===== src/hw/rtl/mpr_pkg.sv =====
// package for the maze path recorder: sizes, move codes, decode and fold functions
package mpr_pkg;

  localparam int PATH_DEPTH = 64;
  localparam int IDX_W      = $clog2(PATH_DEPTH);
  localparam int CNT_W      = $clog2(PATH_DEPTH + 1);
  localparam int LEN_W      = 7;

  typedef enum logic [1:0] {
    MV_L = 2'd0,
    MV_F = 2'd1,
    MV_R = 2'd2,
    MV_B = 2'd3
  } move_t;

  typedef struct packed {
    logic  none;
    move_t mv;
  } pick_t;

  typedef struct packed {
    logic  hit;
    move_t mv;
  } fold_t;

  typedef struct packed {
    move_t             move;
    logic              no_move;
    logic              overflow;
    logic [LEN_W-1:0]  path_length;
  } res_t;

  function automatic logic [IDX_W-1:0] idx_inc(input logic [IDX_W-1:0] i);
    return (i == IDX_W'(PATH_DEPTH - 1)) ? '0 : i + IDX_W'(1);
  endfunction

  function automatic logic [IDX_W-1:0] idx_dec(input logic [IDX_W-1:0] i);
    return (i == '0) ? IDX_W'(PATH_DEPTH - 1) : i - IDX_W'(1);
  endfunction

  // left hand rule: left, forward, right, back
  function automatic pick_t pick_move(input logic l, input logic f,
                                      input logic r, input logic b);
    pick_t p;
    p.none = 1'b0;
    p.mv   = MV_L;
    priority if (l) begin
      p.mv = MV_L;
    end else if (f) begin
      p.mv = MV_F;
    end else if (r) begin
      p.mv = MV_R;
    end else if (b) begin
      p.mv = MV_B;
    end else begin
      p.none = 1'b1;
    end
    return p;
  endfunction

  // fold of (below, back, mv)
  function automatic fold_t fold_rule(input move_t below, input move_t mv);
    fold_t f;
    f.hit = 1'b0;
    f.mv  = MV_L;
    unique case (mv)
      MV_L: begin
        unique case (below)
          MV_L: begin f.hit = 1'b1; f.mv = MV_F; end
          MV_F: begin f.hit = 1'b1; f.mv = MV_R; end
          MV_R: begin f.hit = 1'b1; f.mv = MV_B; end
          default: f.hit = 1'b0;
        endcase
      end
      MV_F: begin
        unique case (below)
          MV_L: begin f.hit = 1'b1; f.mv = MV_R; end
          MV_F: begin f.hit = 1'b1; f.mv = MV_B; end
          default: f.hit = 1'b0;
        endcase
      end
      MV_R: begin
        if (below == MV_L) begin
          f.hit = 1'b1;
          f.mv  = MV_B;
        end
      end
      default: f.hit = 1'b0;
    endcase
    return f;
  endfunction

endpackage


===== src/hw/rtl/mpr_req_if.sv =====
// request channel: junction or replay item
interface mpr_req_if;
  logic valid;
  logic ready;
  logic req_type;
  logic open_left;
  logic open_forward;
  logic open_right;
  logic open_back;

  modport source (output valid, req_type, open_left, open_forward, open_right, open_back,
                  input ready);
  modport sink (input valid, req_type, open_left, open_forward, open_right, open_back,
                output ready);
endinterface


===== src/hw/rtl/mpr_res_if.sv =====
// result channel: move and status item
interface mpr_res_if;
  logic                     valid;
  logic                     ready;
  logic [1:0]               move;
  logic                     no_move;
  logic                     overflow;
  logic [mpr_pkg::LEN_W-1:0] path_length;

  modport source (output valid, move, no_move, overflow, path_length, input ready);
  modport sink (input valid, move, no_move, overflow, path_length, output ready);
endinterface


===== src/hw/rtl/mpr_ram.sv =====
// generic single write port ram with registered read
module mpr_ram #(
  parameter int WIDTH = 2,
  parameter int DEPTH = 64
) (
  input  logic                     clk,
  input  logic                     we,
  input  logic [$clog2(DEPTH)-1:0] waddr,
  input  logic [WIDTH-1:0]         wdata,
  input  logic                     re,
  input  logic [$clog2(DEPTH)-1:0] raddr,
  output logic [WIDTH-1:0]         rdata
);

  logic [WIDTH-1:0] mem [DEPTH];

  always_ff @(posedge clk) begin
    if (we) begin
      mem[waddr] <= wdata;
    end
    if (re) begin
      rdata <= mem[raddr];
    end
  end

endmodule


===== src/hw/rtl/mpr_ctrl.sv =====
// sequencer: path indices, move pick, fold and ram read-modify-write
module mpr_ctrl (
  input  logic                        clk,
  input  logic                        rst,
  mpr_req_if.sink                     req,
  output logic                        ram_we,
  output logic [mpr_pkg::IDX_W-1:0]   ram_waddr,
  output logic [1:0]                  ram_wdata,
  output logic                        ram_re,
  output logic [mpr_pkg::IDX_W-1:0]   ram_raddr,
  input  logic [1:0]                  ram_rdata,
  output logic                        res_load,
  output mpr_pkg::res_t               res,
  input  logic                        res_free
);

  typedef enum logic [1:0] {
    ST_IDLE = 2'b01,
    ST_EXEC = 2'b10
  } state_t;

  state_t                    state, state_next;
  logic [mpr_pkg::IDX_W-1:0] newest, newest_next;
  logic [mpr_pkg::IDX_W-1:0] oldest, oldest_next;
  logic [mpr_pkg::CNT_W-1:0] count, count_next;
  mpr_pkg::move_t            top, top_next;
  logic                      is_replay;
  mpr_pkg::pick_t            pick;
  mpr_pkg::fold_t            fold;
  logic                      accept;
  logic                      do_fold;

  assign req.ready = (state == ST_IDLE);
  assign accept    = req.valid && req.ready;
  assign ram_re    = accept;
  assign ram_raddr = req.req_type ? oldest : mpr_pkg::idx_dec(newest);
  assign fold      = mpr_pkg::fold_rule(mpr_pkg::move_t'(ram_rdata), pick.mv);
  assign do_fold   = (pick.mv != mpr_pkg::MV_B) && (count > mpr_pkg::CNT_W'(1)) &&
                     (top == mpr_pkg::MV_B) && fold.hit;

  always_ff @(posedge clk) begin
    if (accept) begin
      is_replay <= req.req_type;
      pick      <= mpr_pkg::pick_move(req.open_left, req.open_forward,
                                      req.open_right, req.open_back);
    end
  end

  always_comb begin
    state_next  = state;
    newest_next = newest;
    oldest_next = oldest;
    count_next  = count;
    top_next    = top;
    ram_we      = 1'b0;
    ram_waddr   = newest;
    ram_wdata   = pick.mv;
    res_load    = 1'b0;
    res.move    = mpr_pkg::MV_L;
    res.no_move = 1'b0;
    res.overflow = 1'b0;
    unique case (state)
      ST_IDLE: begin
        if (accept) begin
          state_next = ST_EXEC;
        end
      end
      ST_EXEC: begin
        if (res_free) begin
          res_load   = 1'b1;
          state_next = ST_IDLE;
          if (is_replay) begin
            if (count == '0) begin
              res.no_move = 1'b1;
            end else begin
              res.move    = mpr_pkg::move_t'(ram_rdata);
              oldest_next = mpr_pkg::idx_inc(oldest);
              count_next  = count - mpr_pkg::CNT_W'(1);
            end
          end else if (pick.none) begin
            res.no_move = 1'b1;
          end else begin
            res.move = pick.mv;
            if (do_fold) begin
              ram_we      = 1'b1;
              ram_waddr   = mpr_pkg::idx_dec(newest);
              ram_wdata   = fold.mv;
              newest_next = mpr_pkg::idx_dec(newest);
              top_next    = fold.mv;
              count_next  = count - mpr_pkg::CNT_W'(1);
            end else if (count == mpr_pkg::CNT_W'(mpr_pkg::PATH_DEPTH)) begin
              res.overflow = 1'b1;
            end else begin
              newest_next = (count == '0) ? oldest : mpr_pkg::idx_inc(newest);
              ram_we      = 1'b1;
              ram_waddr   = newest_next;
              ram_wdata   = pick.mv;
              top_next    = pick.mv;
              count_next  = count + mpr_pkg::CNT_W'(1);
            end
          end
        end
      end
      default: state_next = ST_IDLE;
    endcase
    res.path_length = mpr_pkg::LEN_W'(count_next);
  end

  always_ff @(posedge clk) begin
    if (rst) begin
      state  <= ST_IDLE;
      newest <= '0;
      oldest <= '0;
      count  <= '0;
    end else begin
      state  <= state_next;
      newest <= newest_next;
      oldest <= oldest_next;
      count  <= count_next;
    end
  end

  always_ff @(posedge clk) begin
    top <= top_next;
  end

  a_count_bound: assert property (@(posedge clk) disable iff (rst)
    count <= mpr_pkg::CNT_W'(mpr_pkg::PATH_DEPTH))
    else $error("entry count above depth");

  a_we_in_exec: assert property (@(posedge clk) disable iff (rst)
    ram_we |-> (state == ST_EXEC) && res_load)
    else $error("ram write outside result cycle");

  a_load_to_idle: assert property (@(posedge clk) disable iff (rst)
    res_load |=> (state == ST_IDLE))
    else $error("sequencer did not return to idle");

  a_read_on_accept: assert property (@(posedge clk) disable iff (rst)
    accept |=> (state == ST_EXEC) && !req.ready)
    else $error("item accepted without entering exec");

  a_pop_count: assert property (@(posedge clk) disable iff (rst)
    (res_load && is_replay && (count != '0)) |=>
      (count == $past(count) - mpr_pkg::CNT_W'(1)))
    else $error("replay pop did not decrement count");

endmodule


===== src/hw/rtl/maze_path_recorder_simplifier.sv =====
// top level: maze path recorder with path folding and result register
// flow: the accepting edge registers the ram read; the exec state then updates the path and loads
// the result register, stalling while it still holds an untaken result; no new item is accepted before that load
// the input is free again while the result waits in the output register
// reset: synchronous rst empties the path store (count and indices to zero)
// ram contents are not cleared; only data read from held entries is ever used
module maze_path_recorder_simplifier (
  input  logic        clk,
  input  logic        rst,
  mpr_req_if.sink     req,
  mpr_res_if.source   res
);

  logic                      ram_we;
  logic [mpr_pkg::IDX_W-1:0] ram_waddr;
  logic [1:0]                ram_wdata;
  logic                      ram_re;
  logic [mpr_pkg::IDX_W-1:0] ram_raddr;
  logic [1:0]                ram_rdata;
  logic                      res_load;
  mpr_pkg::res_t             res_d;
  mpr_pkg::res_t             res_q;
  logic                      res_valid;
  logic                      res_free;

  assign res_free = !res_valid || res.ready;

  mpr_ctrl u_ctrl (
    .clk       (clk),
    .rst       (rst),
    .req       (req),
    .ram_we    (ram_we),
    .ram_waddr (ram_waddr),
    .ram_wdata (ram_wdata),
    .ram_re    (ram_re),
    .ram_raddr (ram_raddr),
    .ram_rdata (ram_rdata),
    .res_load  (res_load),
    .res       (res_d),
    .res_free  (res_free)
  );

  mpr_ram #(
    .WIDTH (2),
    .DEPTH (mpr_pkg::PATH_DEPTH)
  ) u_path_ram (
    .clk   (clk),
    .we    (ram_we),
    .waddr (ram_waddr),
    .wdata (ram_wdata),
    .re    (ram_re),
    .raddr (ram_raddr),
    .rdata (ram_rdata)
  );

  always_ff @(posedge clk) begin
    if (rst) begin
      res_valid <= 1'b0;
    end else if (res_load) begin
      res_valid <= 1'b1;
    end else if (res.ready) begin
      res_valid <= 1'b0;
    end
  end

  always_ff @(posedge clk) begin
    if (res_load) begin
      res_q <= res_d;
    end
  end

  assign res.valid       = res_valid;
  assign res.move        = res_q.move;
  assign res.no_move     = res_q.no_move;
  assign res.overflow    = res_q.overflow;
  assign res.path_length = res_q.path_length;

endmodule

===== src/flat_wrapper.sv =====
// flat-port wrapper written by rule: the top's interface ports become plain ports
module maze_path_recorder_simplifier_flat 
  (clk, rst, req_valid, req_req_type, req_open_left, req_open_forward, req_open_right, req_open_back, req_ready, res_valid, res_move, res_no_move, res_overflow, res_path_length, res_ready);
  mpr_req_if req_i ();
  mpr_res_if res_i ();
  input  logic clk;
  input  logic rst;
  input wire logic [$bits(req_i.valid)-1:0] req_valid;
  input wire logic [$bits(req_i.req_type)-1:0] req_req_type;
  input wire logic [$bits(req_i.open_left)-1:0] req_open_left;
  input wire logic [$bits(req_i.open_forward)-1:0] req_open_forward;
  input wire logic [$bits(req_i.open_right)-1:0] req_open_right;
  input wire logic [$bits(req_i.open_back)-1:0] req_open_back;
  output wire logic [$bits(req_i.ready)-1:0] req_ready;
  output wire logic [$bits(res_i.valid)-1:0] res_valid;
  output wire logic [$bits(res_i.move)-1:0] res_move;
  output wire logic [$bits(res_i.no_move)-1:0] res_no_move;
  output wire logic [$bits(res_i.overflow)-1:0] res_overflow;
  output wire logic [$bits(res_i.path_length)-1:0] res_path_length;
  input wire logic [$bits(res_i.ready)-1:0] res_ready;
  assign req_i.valid = req_valid;
  assign req_i.req_type = req_req_type;
  assign req_i.open_left = req_open_left;
  assign req_i.open_forward = req_open_forward;
  assign req_i.open_right = req_open_right;
  assign req_i.open_back = req_open_back;
  assign req_ready = req_i.ready;
  assign res_valid = res_i.valid;
  assign res_move = res_i.move;
  assign res_no_move = res_i.no_move;
  assign res_overflow = res_i.overflow;
  assign res_path_length = res_i.path_length;
  assign res_i.ready = res_ready;
  maze_path_recorder_simplifier u_core (.clk(clk), .rst(rst), .req(req_i), .res(res_i));
endmodule

===== config.mk =====
export PLATFORM = sky130hd
export DESIGN_NAME = maze_path_recorder_simplifier_flat
export DESIGN_NICKNAME = d
export VERILOG_FILES = /design/src/hw/rtl/mpr_pkg.sv /design/src/hw/rtl/mpr_req_if.sv /design/src/hw/rtl/mpr_res_if.sv /design/src/hw/rtl/mpr_ram.sv /design/src/hw/rtl/mpr_ctrl.sv /design/src/hw/rtl/maze_path_recorder_simplifier.sv /design/src/flat_wrapper.sv
export SDC_FILE = /design/constraint.sdc
export NUM_CORES = 1
export LEC_CHECK = 0
export ABC_CLOCK_PERIOD_IN_PS = 11680
export BUFFER_PORTS_ARGS = -buffer_cell sky130_fd_sc_hd__clkbuf_2
export CORE_AREA = 5 5 129 131
export CTS_BUF_LIST = sky130_fd_sc_hd__clkbuf_2
export CTS_CLUSTER_SIZE = 30
export DETAILED_ROUTE_END_ITERATION = 6
export DIE_AREA = 0 0 134 136
export HOLD_SLACK_MARGIN = 0.1
export PLACE_DENSITY = 0.67
export RECOVER_POWER = 50
export SYNTH_ARGS = -nofsm -noshare
export SYNTH_HDL_FRONTEND = slang
export SYNTH_SLANG_ARGS = --single-unit
export TNS_END_PERCENT = 10

===== constraint.sdc =====
create_clock -name clk -period 11.68 [get_ports clk]
set_input_delay 1.752 -clock clk [delete_from_list [all_inputs] [get_ports clk]]
set_output_delay 1.752 -clock clk [all_outputs]
set_load 0.1 [all_outputs]

==> qor.txt, run 1 <==
Power per Cell Area -> 123 nW/um^2
multi-input logic area -> 3110 um^2
vias in the first global route -> 5323
most used cells in the layout excluding fill and tap cells -> edfxtp_1 (147), nor2_1 (90), nand2_1 (62)
initial antenna violation count -> 0
Max Cap Violations -> 4
P&R area growth vs syn -> 4.22%
die footprint -> 18200 um^2
Std-Cell Rows -> 46
Die Ht -> 136 um
DRC Markers -> 0
post-DP HPWL -> 11900 um
Post CTS Setup Buffer Count -> 0
Worst Setup End Kind -> register
sequential-to-total area share from yosys stat -> 58.7%
worst min path class -> register to register
Power, Total -> 1.06 mW
Worst-Margin Slew -> 2.70 ns
post_cts resized -> 0
routability cong. -> 0.884
CTS max path bufs -> 2
Max Clock Freq -> 0.170 GHz
Final min period -> 5.88 ns
Max H-tree Level -> 4
drt pass-1 iters -> 4
Yosys warning count -> 0
Detail Route Antenna Nets -> 0
n_diodes -> 0
Ports -> 22
clk slew on worst S/H paths -> 0.25 ns
critical path class -> register to register
vias per inst -> 6.12
Final Setup Violations -> 0
unrepaired setup endpoints after global routing -> false
Filler Cell Count -> 1303
Cells after DPL -> 839
Synth Area per Inst -> 12.6 um^2
share of layout cells above drive strength 1 -> 12.5%
initial core utilization -> 53.5%
P_leak -> 2.81 nW
TritonCTS Sinks -> 169
TNS Setup -> 0 ns
via count -> 5328
Post-synth EDFFs -> 147
library cells used by synthesis -> 85
CP Data Arrival Time -> 6.08 ns
register area -> 4850 um^2
Synth Flop Type -> edfxtp_1
Final Hold Fails -> 0
1st-iter DRT viols -> 464
clk_lat worst skew -> 0.77 ns
critical path data required time -> 11.89 ns
Syn Nets -> 680
routed len/inst -> 20.4 um
Syn Inst Count -> 658
Total Nets Final -> 688
violations in the final reports -> capacitance limit, slew limit
number of buffers created by CTS -> 17
hold slack final -> 0.518 ns
total track usage -> 20.3%
IO buf count -> 21
status -> complete, but fails checks
Async S/R FF share, synth -> 0%
Horiz. Die Dim -> 134 um
CTS Hold Bufs -> 0
Util after Layout -> 55.7%
first-pass GRT wire length -> 28200 um
worst-path maximum fanout -> 64
GRT overflow -> 0
core box area -> 15500 um^2
Finished Layout Cells -> 871
Root Buffer -> clkbuf_2
DRT Wirelength -> 17700 um
largest net degree at the start of global routing -> 65
maximum vdd drop -> 98.4 uV
clk_skew -> 0.0363 ns
Final Cycle Share -> 50.3%
commonest non-fill, non-tap cell in the layout -> edfxtp_1
Worst Setup Start Kind -> register
Yosys reg bits -> 169
Slew Limit Fails -> 138
synthesized area -> 8280 um^2
CTS tree -> yes
Worst slew margin -> -79.7%
==> sequential cells by signal, indices dropped and copies added, names as in the netlist <==
name and flops:
u_core.u_path_ram.mem 128, u_core.res.path_length 7, u_core.u_ctrl.count 7, u_core.u_ctrl.newest 6, u_core.u_ctrl.oldest 6, u_core.u_ctrl.pick 3
u_core.res.move 2, u_core.u_ctrl.state 2, u_core.u_ctrl.top 2, u_core.u_path_ram.rdata 2, u_core.res.no_move 1, u_core.res.overflow 1
u_core.res.valid 1, u_core.u_ctrl.is_replay 1
==> per-stage QoR <==
stage               worst slack, ns  cell area, um^2
global route                   5.29             8620
finish                         5.80             8620
global placement               6.93             8480
CTS                            7.58             8740
detailed placement             6.70             8480
floorplan                      5.78             8280
==> routing by layer <==
| metal | up-vias | wire (um) | GRT usage [%] |
|---|---|---|---|
| met5 | - | 0 | 0 |
| met4 | 0 | 216 | 5.20 |
| met3 | 22 | 930 | 3.92 |
| met2 | 159 | 8590 | 33.5 |
| met1 | 2625 | 8010 | 27.8 |
| li1 | 2522 | - | - |
==> synth_stat cells (all sizes together) (14+ instances only) <==
cell | instances | area share (%)
a21oi | 27 | 1.6
buf | 19 | 1.6
clkbuf | 17 | 0.79
dfxtp | 22 | 5.3
edfxtp | 147 | 53
mux4 | 24 | 7.2
nand2 | 63 | 2.9
nand3 | 21 | 1.5
nor2 | 101 | 4.9
nor3 | 14 | 1.0
o21ai | 26 | 1.8
==> critical path, cell delays in order, from the launching register on <==
cell and delay [ns]:
edfxtp_1 0.51, inv_1 0.13, ha_1 0.22, o21bai_1 0.09, a2111oi_0 1.98, nand2_4 0.19, o31ai_1 0.34, clkbuf_1 1.83
==> where the power goes <==
part / internal [mW] / switching, mW / leakage [nW]
clock network: 0.0907 / 0.229 / 0.150
logic: 0.0225 / 0.0497 / 1.15
registers: 0.663 / 0.00363 / 1.51
total: 0.776 / 0.283 / 2.81
==> final timing paths <==
path	start	endpoint	slack (ns)	cells after the start
setup / recovery	u_core.u_path_ram.rdata[1]$_DFFE_PP_	u_core.u_path_ram.mem[52][1]$_DFFE_PP_	5.80	7
hold / removal	u_core.u_ctrl.state[1]$_SDFFE_PP0P_	u_core.res.valid$_SDFFE_PP0P_	0.52	2
setup reg to reg	u_core.u_path_ram.rdata[1]$_DFFE_PP_	u_core.u_path_ram.mem[52][1]$_DFFE_PP_	5.80	7
hold reg to reg	u_core.u_ctrl.state[1]$_SDFFE_PP0P_	u_core.res.valid$_SDFFE_PP0P_	0.52	2
==> cell type report <==
cell class / instances / area share, %
clock buffer: 17 / 0.987
multi-input combinational: 440 / 36.1
sequential: 169 / 56.3
tap: 192 / 2.79
clock inverter: 15 / 2.03
timing repair buffer: 25 / 1.25
inverter: 13 / 0.566
==> cells by family after synthesis <==
logic type	Yosys count	share of synthesized area, %
compound gates	127	11.6
xor+xnor	7	0.741
fa+ha+maj	13	1.97
buf+inv	49	3.01
flops	169	58.7
mux	33	8.47
simple gates	260	15.6
Power figures use the tool's default switching activity.
==> inputs of run 2 (changes only) <==
--- a/config.mk
+++ b/config.mk
@@ -5,15 +5,16 @@
 export SDC_FILE = /design/constraint.sdc
 export NUM_CORES = 1
 export LEC_CHECK = 0
-export ABC_CLOCK_PERIOD_IN_PS = 11680
+export ABC_AREA = 1
+export ABC_CLOCK_PERIOD_IN_PS = 5100
 export BUFFER_PORTS_ARGS = -buffer_cell sky130_fd_sc_hd__clkbuf_2
-export CORE_AREA = 5 5 129 131
+export CORE_AREA = 5 5 131 133
 export CTS_BUF_LIST = sky130_fd_sc_hd__clkbuf_2
 export CTS_CLUSTER_SIZE = 30
 export DETAILED_ROUTE_END_ITERATION = 6
-export DIE_AREA = 0 0 134 136
+export DIE_AREA = 0 0 136 138
 export HOLD_SLACK_MARGIN = 0.1
-export PLACE_DENSITY = 0.67
+export PLACE_DENSITY = 0.69
 export RECOVER_POWER = 50
 export SYNTH_ARGS = -nofsm -noshare
 export SYNTH_HDL_FRONTEND = slang
==> constraint.sdc (replaced) <==
create_clock -name clk -period 5.1 [get_ports clk]
set_input_delay 0.765 -clock clk [delete_from_list [all_inputs] [get_ports clk]]
set_output_delay 0.765 -clock clk [all_outputs]
set_load 0.1 [all_outputs]
==> run 2 against run 1 <==
  * The flow now finishes without violations
  * Power is 130% higher
  * Critical path type unchanged
  * Clock skew is 0.0056 ns higher
  * Flip-flop and latch count stayed put
  * First-iteration DRC count is 49% higher
  * Largest power group unchanged
  * Highest routed layer unchanged
  * Critical path depth is 4 higher
  * Final cell count is 33% higher
  * Sequential power is 130% higher
  * Core utilization is 1.5 points higher
  * Largest cell class unchanged
==> qor.txt, run 2 <==
Worst slew margin -> 5.56% (+85 points)
Cells after DPL -> 1129 (+35%)
met1 global-route usage -> 29.4% (+1.6 points)
maximum vdd drop -> 172 uV (+75%)
vias in the first global route -> 5905 (+11%)
share of layout cells above drive strength 1 -> 9.74% (-2.8 points)
Critical path buffers and inverters -> 3 (+1)
via count -> 6375 (+20%)
Ports -> 22 (unchanged)
Final Cycle Share -> 76.3% (+26 points)
clk slew on worst S/H paths -> 0.25 ns (about the same)
Worst Setup Start Kind -> register
IO buf count -> 21 (unchanged)
Async S/R FF share, synth -> 0% (unchanged)
Slew Limit Fails -> 0 (-100%)
hold slack final -> 0.254 ns (-0.264 ns)
Filler Cell Count -> 1413 (+8.4%)
library cells used by synthesis -> 42 (-51%)
Syn Nets -> 941 (+38%)
P_leak -> 3.46 nW (+23%)
CTS max path bufs -> 2 (unchanged)
Total Nets Final -> 954 (+39%)
drt pass-1 iters -> 5 (+1)
status -> complete, no violations
Worst-Margin Slew -> 1.41 ns (-1.28 ns)
CTS tree -> yes
vias per inst -> 5.49 (-10%)
Worst Setup End Kind -> register
GRT overflow -> 0 (unchanged)
total track usage -> 21.0% (+0.75 points)
TritonCTS Sinks -> 169 (unchanged)
worst min path class -> input pin to register
most used cells in the layout excluding fill and tap cells -> nand2_1 (217), nand3_1 (161), edfxtp_1 (147)
sequential-to-total area share from yosys stat -> 57.0% (-1.6 points)
die footprint -> 18800 um^2 (+3.0%)
area leader, netlist -> edfxtp_1
worst-path cell chain -> inv_1, nand2_1, nor2_1, nand2_1, inv_2, nand2_1, o21ai_2, inv_2, nor2_1, nand2_1, nor2_1
commonest non-fill, non-tap cell in the layout -> nand2_1
Max H-tree Level -> 4 (unchanged)
Max Clock Freq -> 0.257 GHz (+51%)
CP Data Arrival Time -> 4.36 ns (-1.72 ns)
flip-flop count of the largest register after layout -> 128 (unchanged)
Die Ht -> 138 um (+1.5%)
worst-path maximum fanout -> 19 (-70%)
routed len/inst -> 16.7 um (-18%)
TNS Setup -> 0 ns (unchanged)
Top Usage Layer GRT -> met2
critical path data required time -> 5.57 ns (-6.32 ns)
number of buffers created by CTS -> 17 (unchanged)
Final Hold Fails -> 0 (unchanged)
Synth Flop Type -> edfxtp_1
DRC Markers -> 0 (unchanged)
Post-DP Area -> 8810 um^2 (+3.9%)
Util after Layout -> 57.2% (+1.5 points)
Std-Cell Rows -> 46 (unchanged)
Post CTS Setup Buffer Count -> 0 (unchanged)
CTS Hold Bufs -> 0 (unchanged)
synthesized area -> 8510 um^2 (+2.9%)
unrepaired setup endpoints after global routing -> false
initial core utilization -> 54.2% (+0.73 points)
P&R area growth vs syn -> 5.57%
critical path class -> register to register
clk_lat worst skew -> 0.74 ns (-0.03 ns)
core box area -> 15700 um^2 (+1.5%)
post_cts resized -> 0 (unchanged)
crit-path most repeated cell -> nand2_1
DRT Wirelength -> 19400 um (+9.5%)
1st-iter DRT viols -> 692 (+49%)
Max Cap Violations -> 0 (-4)
Detail Route Antenna Nets -> 0 (unchanged)
Biggest register -> u_core.u_path_ram.mem
Horiz. Die Dim -> 136 um (+1.5%)
Syn Inst Count -> 919 (+40%)
CP top delay family -> simple AND/OR/NAND/NOR gates
Post-synth EDFFs -> 147 (unchanged)
initial antenna violation count -> 1 (+1)
largest net degree at the start of global routing -> 65 (unchanged)
count leader, synth -> nand2_1
Final min period -> 3.89 ns (-1.98 ns)
Power per Cell Area -> 276 nW/um^2 (+120%)
routability cong. -> 0.897 (+1.5%)
Critical Path Slowest Stage Cell -> nor2_1
Synth Area per Inst -> 9.26 um^2 (-26%)
Finished Layout Cells -> 1162 (+33%)
Root Buffer -> clkbuf_2
Final Setup Violations -> 0 (unchanged)
first-pass GRT wire length -> 30700 um (+8.9%)
clk_skew -> 0.0419 ns (+0.00561 ns)
met2 usage -> 33.1% (-0.41 points)
Yosys reg bits -> 169 (unchanged)
post-DP HPWL -> 12200 um (+2.6%)
CP max stage delay -> 1.06 ns (-0.92 ns)
most instantiated cells after synthesis -> nand2_1 (214), nand3_1 (161), edfxtp_1 (147)
top cells by area, synth -> edfxtp_1 (52%), nand3_1 (9.5%), nand2_1 (9.4%)
share of the synthesized area in the top cell type -> 51.9% (-1.5 points)
design area -> 8990 um^2 (+4.2%)
met3 Use GR -> 3.96% (+0.032 points)
Yosys warning count -> 0 (unchanged)
## run 2: kinds of logic after synthesis
| kind of cell | synth area share, % |
|---|---|
| AND/OR/NAND/NOR | 29.7 |
| flip-flops | 57.0 |
| buffers and inverters | 5.95 |
| AO/OA/AOI/OAI | 4.20 |
| adder cells (fa/ha/maj) | 1.91 |
| XOR/XNOR | 1.23 |
## run 2: layout make-up
class,instances,area (um^2),share of cell area (%)
sequential,169,4850,54.0
multi-input combinational,626,3140,34.9
inverter,90,338,3.76
tap,216,270,3.01
clock inverter,15,164,1.82
timing repair buffer,28,138,1.53
clock buffer,17,85.1,0.947
antenna,1,2.50,0.0278
## run 2: per-layer routing
| metal | routed length (um) | share of wire (%) | up-vias |
|---|---|---|---|
| met2 | 9120 | 47 | 248 |
| met3 | 1590 | 8.2 | 27 |
| met1 | 8480 | 44 | 2971 |
| met4 | 244 | 1.3 | 0 |
| li1 | - | - | 3129 |
| met5 | 0 | 0 | - |
## run 2: worst register-to-register path, delay by kind of cell, from the launching register on
family                 cells  cell delay [ns]
AOI/OAI and AO/OA          1             0.27
DFF                        1             0.35
and+or+nand+nor            7             2.43
buffers and inverters      3             0.55
## run 2: through the flow
stage / setup WS, ns / total power [mW]
after global routing: 0.812 / 2.58
after CTS: 1.87 / 2.49
after global placement: 1.92 / 1.78
after floorplan: 0.228 / 1.71
final: 1.21 / 2.48
after detailed placement: 1.93 / 1.78
## run 2: power breakdown
part	switching [mW]	total (mW)	internal [mW]
Clock	0.494	0.732	0.238
Sequential	0.00881	1.53	1.52
Combinational	0.162	0.220	0.0577
Total	0.665	2.48	1.81
## run 2: worst paths after layout
check,from,endpoint,slack [ns],cells after the start
min reg2reg,u_core.u_ctrl.oldest[0]$_SDFFE_PP0P_,u_core.u_ctrl.oldest[0]$_SDFFE_PP0P_,0.53,2
max reg2reg,u_core.u_ctrl.state[0]$_SDFFE_PP1P_,u_core.u_path_ram.mem[20][1]$_DFFE_PP_,1.21,11
min,res_ready,u_core.res.valid$_SDFFE_PP0P_,0.25,4
max,u_core.u_ctrl.state[0]$_SDFFE_PP1P_,u_core.u_path_ram.mem[20][1]$_DFFE_PP_,1.21,11
==> inputs of run 3 (changes only) <==
--- a/config.mk
+++ b/config.mk
@@ -6,7 +6,7 @@
 export NUM_CORES = 1
 export LEC_CHECK = 0
 export ABC_AREA = 1
-export ABC_CLOCK_PERIOD_IN_PS = 5100
+export ABC_CLOCK_PERIOD_IN_PS = 3700
 export BUFFER_PORTS_ARGS = -buffer_cell sky130_fd_sc_hd__clkbuf_2
 export CORE_AREA = 5 5 131 133
 export CTS_BUF_LIST = sky130_fd_sc_hd__clkbuf_2
@@ -14,7 +14,7 @@
 export DETAILED_ROUTE_END_ITERATION = 6
 export DIE_AREA = 0 0 136 138
 export HOLD_SLACK_MARGIN = 0.1
-export PLACE_DENSITY = 0.69
+export PLACE_DENSITY = 0.67
 export RECOVER_POWER = 50
 export SYNTH_ARGS = -nofsm -noshare
 export SYNTH_HDL_FRONTEND = slang
==> constraint.sdc (replaced) <==
create_clock -name clk -period 3.7 [get_ports clk]
set_input_delay 0.555 -clock clk [delete_from_list [all_inputs] [get_ports clk]]
set_output_delay 0.555 -clock clk [all_outputs]
set_load 0.1 [all_outputs]
==> run 3 against run 2 <==
  * The flow now finishes with violations (DRC)
  * Final area increased by 1.9%
  * Register-to-register slack got worse by 0.63 ns
  * Combinational power increased by 43%
  * Critical path type unchanged
==> qor.txt, run 3 (synthesis results as in run 2) <==
critical path class -> register to register
clk_skew -> 0.0486 ns (+0.00671 ns)
violations in the final reports -> DRC
Filler Cell Count -> 1410 (-0.21%)
Critical Path Slowest Stage Cell -> edfxtp_1
drt pass-1 iters -> 7 (+2)
Final Hold Fails -> 0 (unchanged)
first-pass GRT wire length -> 31800 um (+3.5%)
P_leak -> 3.54 nW (+2.2%)
TNS Setup -> 0 ns (unchanged)
clk_lat worst skew -> 0.74 ns (about the same)
post_cts resized -> 0 (unchanged)
CP max stage delay -> 0.49 ns (-0.57 ns)
CTS Hold Bufs -> 7 (+7)
P&R area growth vs syn -> 7.54%
Max Cap Violations -> 0 (unchanged)
critical path data required time -> 4.16 ns (-1.41 ns)
core box area -> 15700 um^2 (unchanged)
hold slack final -> 0.212 ns (-0.0421 ns)
Worst Setup End Kind -> register
crit-path most repeated cell -> nand2_1
Power per Cell Area -> 388 nW/um^2 (+41%)
DRC Markers -> 3 (+3)
die footprint -> 18800 um^2 (unchanged)
commonest non-fill, non-tap cell in the layout -> nand2_1
Max H-tree Level -> 4 (unchanged)
Total Nets Final -> 964 (+1.0%)
worst min path class -> input pin to register
maximum vdd drop -> 331 uV (+93%)
Worst slew margin -> 18.4% (+13 points)
initial antenna violation count -> 1 (unchanged)
Slew Limit Fails -> 0 (unchanged)
CP Data Arrival Time -> 3.58 ns (-0.78 ns)
Max Clock Freq -> 0.320 GHz (+25%)
Critical path buffers and inverters -> 2 (-1)
share of layout cells above drive strength 1 -> 10.5% (+0.74 points)
post-DP HPWL -> 12900 um (+5.7%)
routability cong. -> 0.874 (-2.5%)
Final Setup Violations -> 0 (unchanged)
Detail Route Antenna Nets -> 0 (unchanged)
status -> complete, but fails checks
number of buffers created by CTS -> 17 (unchanged)
TritonCTS Sinks -> 169 (unchanged)
clk slew on worst S/H paths -> 0.25 ns (about the same)
Horiz. Die Dim -> 136 um (unchanged)
Std-Cell Rows -> 46 (unchanged)
Worst Setup Start Kind -> register
most used cells in the layout excluding fill and tap cells -> nand2_1 (215), nand3_1 (160), edfxtp_1 (147)
Ports -> 22 (unchanged)
Biggest register -> u_core.u_path_ram.mem
GRT overflow -> 0 (unchanged)
flip-flop count of the largest register after layout -> 128 (unchanged)
IO buf count -> 21 (unchanged)
Final min period -> 3.12 ns (-0.767 ns)
Post CTS Setup Buffer Count -> 0 (unchanged)
Root Buffer -> clkbuf_2
via count -> 6449 (+1.2%)
CTS tree -> yes
Worst-Margin Slew -> 1.22 ns (-0.188 ns)
Die Ht -> 138 um (unchanged)
CTS max path bufs -> 2 (unchanged)
1st-iter DRT viols -> 621 (-10%)
DRT Wirelength -> 19800 um (+1.6%)
routed len/inst -> 16.8 um (+0.67%)
vias in the first global route -> 5943 (+0.64%)
worst-path cell chain -> inv_1, ha_1, o21ai_0, nand3_1, nand3_4, nand2_1, nand2_1, nand2_1, nand2_1, inv_2, nor2_4, nand2_2, nor2_1
Final Cycle Share -> 84.4% (+8.1 points)
vias per inst -> 5.50 (+0.21%)
unrepaired setup endpoints after global routing -> false
CP top delay family -> simple AND/OR/NAND/NOR gates
initial core utilization -> 54.2% (unchanged)
total track usage -> 21.7% (+0.73 points)
largest net degree at the start of global routing -> 65 (unchanged)
worst-path maximum fanout -> 16 (-3)
run 3: cell count changes in the layout (fill, tap and decap cells not counted), sizes merged:
| cell | before | now |
|---|---|---|
| buf | 7 | 9 |
| dlygate4sd3 | 0 | 7 |
| diode | 1 | 2 |
| clkinv | 6 | 5 |
| clkbuf | 38 | 39 |
| inv | 95 | 93 |
| bufinv | 2 | 4 |
| clkinvlp | 2 | 3 |
run 3: power breakdown:
| part | total [mW] | internal (mW) | switching [mW] | leakage (nW) |
|---|---|---|---|---|
| clock network | 1.14 | 0.459 | 0.678 | 0.163 |
| logic | 0.314 | 0.0858 | 0.228 | 1.86 |
| registers | 2.10 | 2.09 | 0.0113 | 1.51 |
| total | 3.55 | 2.64 | 0.918 | 3.54 |
run 3: routing by layer:
| metal | vias to the layer above | GRT usage, % | part of all wire (%) |
|---|---|---|---|
| li1 | 3149 | - | - |
| met1 | 3039 | 32.5 | 45 |
| met2 | 239 | 32.2 | 45 |
| met3 | 22 | 4.97 | 7.9 |
| met4 | 0 | 5.36 | 1.4 |
| met5 | - | 0 | 0 |
run 3: worst reg2reg max path, stage by stage (launching register included):
cell	delay [ns]
edfxtp_1	0.49
inv_1	0.10
ha_1	0.23
o21ai_0	0.22
nand3_1	0.17
nand3_4	0.21
nand2_1	0.12
nand2_1	0.23
nand2_1	0.08
nand2_1	0.28
inv_2	0.14
nor2_4	0.15
nand2_2	0.20
nor2_1	0.25
run 3: metrics by stage:
step	instance area (um^2)	total power [mW]	setup slack [ns]	std cells	utilization (%)
3_5_place_dp	8840	2.45	0.900	1132	56.3
3_3_place_gp	8840	2.45	0.935	1132	56.3
2_1_floorplan	8510	2.36	-0.0717	919	-
5_1_grt	9160	3.70	0.365	1173	58.3
4_1_cts	9210	3.58	0.846	1171	58.6
6_report	9160	3.55	0.576	1173	58.3
run 3: cell type report:
| cell class | instances | area, um^2 | area share [%] |
|---|---|---|---|
| Timing Repair Buffer | 38 | 239 | 2.61 |
| Antenna cell | 2 | 5.00 | 0.0547 |
| Clock buffer | 17 | 85.1 | 0.929 |
| Sequential cell | 169 | 4850 | 53.0 |
| Inverter | 90 | 338 | 3.69 |
| Multi-Input combinational cell | 626 | 3150 | 34.4 |
| Tap cell | 216 | 270 | 2.95 |
| Clock inverter | 15 | 213 | 2.32 |
run 3: path summary, 6_finish.rpt:
kind,start,endpoint,slack (ns),depth (start not counted)
worst min register to register,u_core.u_ctrl.oldest[0]$_SDFFE_PP0P_,u_core.u_ctrl.oldest[0]$_SDFFE_PP0P_,0.53,2
worst max-delay path,u_core.u_path_ram.rdata[0]$_DFFE_PP_,u_core.u_path_ram.mem[48][1]$_DFFE_PP_,0.58,13
worst max register to register,u_core.u_path_ram.rdata[0]$_DFFE_PP_,u_core.u_path_ram.mem[48][1]$_DFFE_PP_,0.58,13
worst min-delay path,req_open_right,u_core.u_ctrl.pick[0]$_SDFFCE_PP0P_,0.21,4
